File: config.mk
export PLATFORM = sky130hd
export DESIGN_NAME = mpr_cfg_regs
export DESIGN_NICKNAME = d
export VERILOG_FILES = /design/src/mpr_pkg.sv /design/src/mpr_cfg_regs.sv
export SDC_FILE = /design/constraint.sdc
export NUM_CORES = 1
export LEC_CHECK = 0
export BUFFER_PORTS_ARGS = -buffer_cell sky130_fd_sc_hd__buf_2
export CAP_MARGIN = 20
export CORE_MARGIN = 10
export CORE_UTILIZATION = 53
export DETAILED_ROUTE_END_ITERATION = 10
export PLACE_DENSITY = 0.95
export SETUP_SLACK_MARGIN = 0.05
export SYNTH_ARGS = -nofsm -noshare
export SYNTH_HDL_FRONTEND = slang
export SYNTH_SLANG_ARGS = --single-unit
File: constraint.sdc
create_clock -name clk -period 1.25 [get_ports clk]
set_input_delay 0.125 -clock clk [delete_from_list [all_inputs] [get_ports clk]]
set_output_delay 0.125 -clock clk [all_outputs]
set_load 0.01 [all_outputs]
File: src/mpr_pkg.sv
package mpr_pkg;

	localparam int CHANNELS  = 3;
	localparam int Q_BITS    = 8;
	// one quotient bit per division stage
	localparam int STEPS     = 8;
	// input register plus the division stages
	localparam int LATENCY   = STEPS + 1;
	localparam int MASK_BITS = 32;
	localparam int IDX_BITS  = 2;

	localparam logic [Q_BITS-1:0] ALPHA_OPAQUE = 8'hFF;

	localparam logic [MASK_BITS-1:0] RED_MASK_RESET   = 32'h00FF_0000;
	localparam logic [MASK_BITS-1:0] GREEN_MASK_RESET = 32'h0000_FF00;
	localparam logic [MASK_BITS-1:0] BLUE_MASK_RESET  = 32'h0000_00FF;

	typedef enum logic [IDX_BITS-1:0] {
		REG_RED_MASK   = 2'd0,
		REG_GREEN_MASK = 2'd1,
		REG_BLUE_MASK  = 2'd2
	} mpr_reg_e;

endpackage

File: src/mpr_cfg_regs.sv
module mpr_cfg_regs (
	input  logic                                 clk,
	input  logic                                 arst_n,
	input  logic                                 wr_en,
	input  logic [mpr_pkg::IDX_BITS-1:0]         wr_index,
	input  logic [mpr_pkg::MASK_BITS-1:0]        wr_data,
	output logic [mpr_pkg::MASK_BITS-1:0]        mask [mpr_pkg::CHANNELS]
);

	logic [mpr_pkg::MASK_BITS-1:0] red_q, green_q, blue_q;

	always_ff @(posedge clk or negedge arst_n) begin
		if (!arst_n) begin
			red_q   <= mpr_pkg::RED_MASK_RESET;
			green_q <= mpr_pkg::GREEN_MASK_RESET;
			blue_q  <= mpr_pkg::BLUE_MASK_RESET;
		end else if (wr_en) begin
			unique case (mpr_pkg::mpr_reg_e'(wr_index))
				mpr_pkg::REG_RED_MASK:   red_q   <= wr_data;
				mpr_pkg::REG_GREEN_MASK: green_q <= wr_data;
				mpr_pkg::REG_BLUE_MASK:  blue_q  <= wr_data;
				// unknown index is dropped
				default: ;
			endcase
		end
	end

	assign mask[0] = red_q;
	assign mask[1] = green_q;
	assign mask[2] = blue_q;

endmodule

==> flow_metrics.tcl, run 1 <==
set metrics [dict create \
    status "finished, final reports clean" \
    syn_inst 204 \
    path_clk_slew_ps 100 \
    fin_nets 383 \
    rr_startpoint "green_q[3]" \
    grt_pass1_wl_mm 13.3 \
    routabilityCongestion 0.705 \
    finalWirelength_mm 8.57 \
    die_y_um 103 \
    chipWidth_um 103 \
    global_route.usage.met2_pct 30.0 \
    crit_fanout 2 \
    rr_worst_depth 1 \
    io_buffers 132 \
    clock_skew_ps 0 \
    reg2reg_to "green_q[3]" \
    hold_depth 2 \
    grt_max_degree 50 \
    antenna_found_initial 0 \
    initial_core_util_pct 54.1 \
    r2r_setup_slack_ps 460 \
    post_drt_via_cell_ratio 5.16 \
    grt_use_total_pct 16.3 \
    tritoncts "yes" \
    p_leak_nw 2.24 \
    yosysWarnings 0 \
    setup_viol 0 \
    hold_violations 0 \
    wl_per_cell_um 19.9 \
    layout_common_cells "buf_2, mux2_2, dfrtp_1, dfstp_2, clkbuf_8" \
    layout_commonest_cell "buf_2" \
    finalCriticalPeriod_ps 1150 \
    rsz0062_at_grt "no" \
    avgSynthCellArea_um2 17.9 \
    clock_latency_ps 340 \
    synth-seq-cells 96 \
    first_iter_violations 39 \
    slowest_stage "dfstp_2" \
    worstSetupPathType "register to primary output" \
    slew_headroom_pct 82.4 \
    hp-class "input port to register" \
    crit_arrival_ps 1030 \
    drc 0 \
    cts_buffers 9 \
    fin_crit_sh_pct 92.0 \
    min-delay-start "wr_data[22]" \
    dieArea_um2 10600 \
    postRouteAntennaNets 0 \
    crit_buf_inv 1 \
    drive_gt1_share_pct 78.6 \
    timing.fmax_mhz 869 \
    max_cap_viol_count 0 \
    min_to "green_q[22]" \
    cts_root_buf "clkbuf_8" \
    grt_overflow 0 \
    num_antenna_cells 0 \
    ioPinCount 133 \
    htreeDepth 3 \
    worstSetupPathDepth 1 \
    max_stage_delay_ps 550 \
    powerDensity_nw_per_um2 1730 \
    grt_pass1_vias 2544 \
    fin_tns_setup_ps 0 \
    synth_area_um2 3660 \
    critPathCaptureType "primary output" \
    rows 30 \
    synth.yosys.seq_area_share_pct 66.5 \
    crit_chain "buf_2" \
    grt.busiest_layer "met2" \
    area_growth_syn_to_layout_pct 28.2 \
    yosysUniqueCellTypes 9 \
    drt-pass1-iter-count 3 \
    clock_path_buffers 2 \
    cts.sinks 96 \
    grt_use_met3_pct 4.49 \
    cp_top_family "flip-flops" \
    via_count 2223 \
    tightest_slew_ps 264 \
    final_max_slew_viol_count 0 \
    worst_setup_path_start_kind "register" \
    syn_nets 241 \
    vdd_ir_drop_max_uv 1140 \
    critical_path_required_ps 1120 \
    core_um2 6760 \
    power_mw 8.12 \
    groute.layer.met1.usage_pct 17.2 \
    crit_start "green_q[8]" \
]
## metal layers
layer | share of wire (%) | vias to the layer above | wire length (um)
met5 | 0 | - | 0
met4 | 0.99 | 0 | 85
met3 | 6.5 | 6 | 556
met2 | 55 | 70 | 4710
met1 | 38 | 1139 | 3220
li1 | - | 1008 | -
## worst max-delay path by stage
stage / end / slack [ps]
6_report: mask[40] / 100
5_1_grt: mask[0] / 70
4_1_cts: mask[2] / 80
3_5_place_dp: red_q[24] / 20
3_3_place_gp: red_q[25] / 50
2_1_floorplan: red_q[0] / 200
## stage by stage
stage	hold WS [ps]	util (%)	area (um^2)	std cells	worst slack, ps
after floorplan	-171	-	3660	204	200
after global placement	-64.8	66.0	4460	414	52.8
after detailed placement	-59.5	66.0	4460	414	20.0
after CTS	14.5	69.4	4690	431	82.0
after global routing	26.6	69.4	4690	431	66.5
final	32.7	69.4	4690	431	99.8
## what timing repair did
item / CTS / global route
setup endpoints to repair: 0 / 0
hold buffers: 1 / 0
setup buffers: 0 / 0
endpoints found under the hold margin: 73 / 0
resized for setup: 0 / 0
## cell families after synthesis
logic type    share of synthesized area (%)
mux                                    29.6
flops                                  66.5
buf+inv                                2.77
simple gates                           1.13
## sequential cells by signal (all words and copies together) (netlist names)
name	cells
blue_q	32
red_q	32
green_q	32
## cells in the mapped netlist
| cell | number | share of area, % |
|---|---|---|
| dfstp_2 | 24 | 17 |
| nor3b_4 | 1 | 0.51 |
| buf_4 | 2 | 0.41 |
| dfrtp_1 | 72 | 49 |
| buf_6 | 4 | 1.2 |
| clkbuf_8 | 3 | 1.1 |
| mux2_1 | 2 | 0.62 |
| mux2_2 | 94 | 29 |
| nand3b_2 | 2 | 0.62 |
## area by class of cell
type                            count  area, um^2
Sequential cell                    96        2430
Tap cell                           80         100
Multi-Input combinational cell     99        1120
Fill cell                         486        2070
Timing Repair Buffer              140         813
Clock buffer                       10         138
Clock inverter                      6        82.6
## power by group
part	switching (mW)	internal (mW)
registers	0.287	3.80
logic	0.905	0.932
clock network	1.03	1.17
total	2.22	5.90
(Power assumes the default switching activity.)
==> inputs of run 2 (changes only) <==
--- a/config.mk
+++ b/config.mk
@@ -5,10 +5,11 @@
 export SDC_FILE = /design/constraint.sdc
 export NUM_CORES = 1
 export LEC_CHECK = 0
+export ABC_AREA = 1
 export BUFFER_PORTS_ARGS = -buffer_cell sky130_fd_sc_hd__buf_2
 export CAP_MARGIN = 20
 export CORE_MARGIN = 10
-export CORE_UTILIZATION = 53
+export CORE_UTILIZATION = 54
 export DETAILED_ROUTE_END_ITERATION = 10
 export PLACE_DENSITY = 0.95
 export SETUP_SLACK_MARGIN = 0.05
==> run 2 against run 1 <==
Hold slack got worse by 18 ps. Via count increased by 64%. Global-route usage up 4.4 points. Power decreased by 3.0%. Register-to-register slack improved by 20 ps. Sequential share of layout area fell by 2.7 points. Largest power group unchanged. Highest routed layer unchanged.
==> flow_metrics.tcl, run 2 <==
set metrics [dict create \
    synthArstFlopShare_pct 100 \
    crit_chain "buf_2" \
    postRouteAntennaNets 0 \
    ioPinCount 133 \
    critPathCaptureType "primary output" \
    layout_common_cells "nand2_1, buf_2, dfrtp_1, nand4_1, nand3_1" \
    syn_nets 464 \
    clock_latency_ps 330 \
    p_sw_mw 2.43 \
    yosysWarnings 0 \
    crit_fanout 2 \
    slew_headroom_pct 66.4 \
    finish.instance_area_um2 4940 \
    power_frac_seq_pct 50.5 \
    yosysUniqueCellTypes 13 \
    top_layer "met4" \
    timing.fmax_mhz 868 \
    num_antenna_cells 0 \
    finalWirelength_mm 12.0 \
    wl_met2_mm 5.96 \
    post_cts_buffers 0 \
    slowest_stage "dfstp_2" \
    cts_resized 0 \
    sw_frac_of_total_pct 30.8 \
    routabilityCongestion 0.874 \
    cp_top_family "flip-flops" \
    first_iter_violations 266 \
    clock_path_buffers 2 \
    final.fill_count 585 \
    cts.sinks 96 \
    initial_core_util_pct 55.6 \
    post_drt_via_cell_ratio 5.59 \
    power_frac_clock_pct 28.0 \
    synthDominantAreaCellType "dfrtp_1" \
    ys_top_cells_by_count "nand2_1, dfrtp_1, nand4_1" \
    clock_skew_ps 0 \
    rows 31 \
    utilization_pct 68.1 \
    hold_buffers 1 \
    htreeDepth 3 \
    wl_per_cell_um 18.3 \
    seq_area_um2 2430 \
    power_frac_comb_pct 21.4 \
    power_mw 7.88 \
    grt_max_degree 97 \
    yosysMostFrequentCell "nand2_1" \
    synth_top_area_share_pct 44.7 \
    drc 0 \
    crit_arrival_ps 1030 \
    dieArea_um2 11300 \
    cts_root_buf "clkbuf_8" \
    path_clk_slew_ps 100 \
    syn_inst 427 \
    tightest_slew_ps 504 \
    synth-seq-cells 96 \
    hold_violations 0 \
    p_leak_nw 2.76 \
    rsz0062_at_grt "no" \
    hp-class "input port to register" \
    placed_area_um2 4710 \
    crit_buf_inv 1 \
    grt_pass1_vias 3720 \
    drive_gt1_share_pct 34.8 \
    wl_met1_mm 4.75 \
    fin_crit_sh_pct 92.2 \
    powerDensity_nw_per_um2 1600 \
    area_growth_syn_to_layout_pct 22.5 \
    grt_pass1_wl_mm 19.0 \
    avgSynthCellArea_um2 9.44 \
    fin_nets 586 \
    netlist_top_cells_area "dfrtp_1, nand2_1, dfstp_2, nand4_1, nand3_1" \
    antenna_found_initial 0 \
    dpl.hpwl_mm 8.50 \
    dp.cells 636 \
    setup_viol 0 \
    fin_tns_setup_ps 0 \
    tritoncts "yes" \
    grt_use_total_pct 20.7 \
    synth-edff-count 0 \
    worstSetupPathType "register to primary output" \
    internal_power_mw 5.45 \
    multi_input_area_um2 1330 \
    synth_flop_cell "dfrtp_1" \
    critical_path_required_ps 1120 \
    via_count 3650 \
    max_stage_delay_ps 540 \
    vdd_ir_drop_max_uv 1020 \
    chipWidth_um 106 \
    final_max_slew_viol_count 0 \
    status "finished, final reports clean" \
    finalCriticalPeriod_ps 1150 \
    worst_setup_path_start_kind "register" \
    largestRegisters "blue_q (32), green_q (32), red_q (32)" \
    die_y_um 106 \
    synth_area_um2 4030 \
    drt-pass1-iter-count 5 \
    io_buffers 132 \
    cts_buffers 9 \
    layout_commonest_cell "nand2_1" \
    synth.yosys.seq_area_share_pct 60.3 \
    final_cells 653 \
    dr_wl_met3_um 948 \
    grt_overflow 0 \
    core_um2 7250 \
    max_cap_viol_count 0 \
]
## run 2: cells by family (layout without fill, tap and decap cells)
family | Yosys count | count (layout) | share of synthesized area, %
simple gates | 292 | 292 | 33.0
flops | 96 | 96 | 60.3
buf+inv | 39 | 166 | 6.64
## run 2: worst paths after layout
kind	start	endpoint	slack (ps)	cells after the start
max reg2reg	blue_q[1]	blue_q[1]	480	2
max in group asynchronous	arst_n	green_q[15]	490	3
max	red_q[17]	mask[81]	100	1
min	wr_data[9]	green_q[9]	10	3
min reg2reg	green_q[11]	green_q[11]	470	2
min in group asynchronous	arst_n	red_q[9]	340	3
## run 2: metal layers
| metal | vias to the layer above | track usage (%) |
|---|---|---|
| li1 | 1671 | - |
| met1 | 1770 | 24.0 |
| met2 | 185 | 35.2 |
| met3 | 24 | 5.37 |
| met4 | 0 | 9.28 |
| met5 | - | 0 |
## run 2: cell type report
cell class                      instances  area share, %
Inverter                                2          0.203
Sequential cell                        96           49.2
Tap cell                               99           2.51
Clock inverter                          7           1.92
Multi-Input combinational cell        292           27.0
Timing Repair Buffer                  148           16.7
Clock buffer                            9           2.51
## run 2: power by group through the flow
stage	clock network (mW)	registers (mW)	logic, mW
after floorplan	0	4.24	0.588
after global placement	0	4.00	1.64
after detailed placement	0	4.02	1.71
after CTS	2.23	3.98	1.72
after global routing	2.38	4.04	1.87
final	2.21	3.98	1.69
## run 2: stage by stage
stage / setup slack (ps) / hold WS, ps
2_1_floorplan: 433 / -171
3_3_place_gp: 213 / 205
3_5_place_dp: 118 / 211
4_1_cts: 84.9 / 0.762
5_1_grt: 53.1 / 7.52
6_report: 97.4 / 14.7
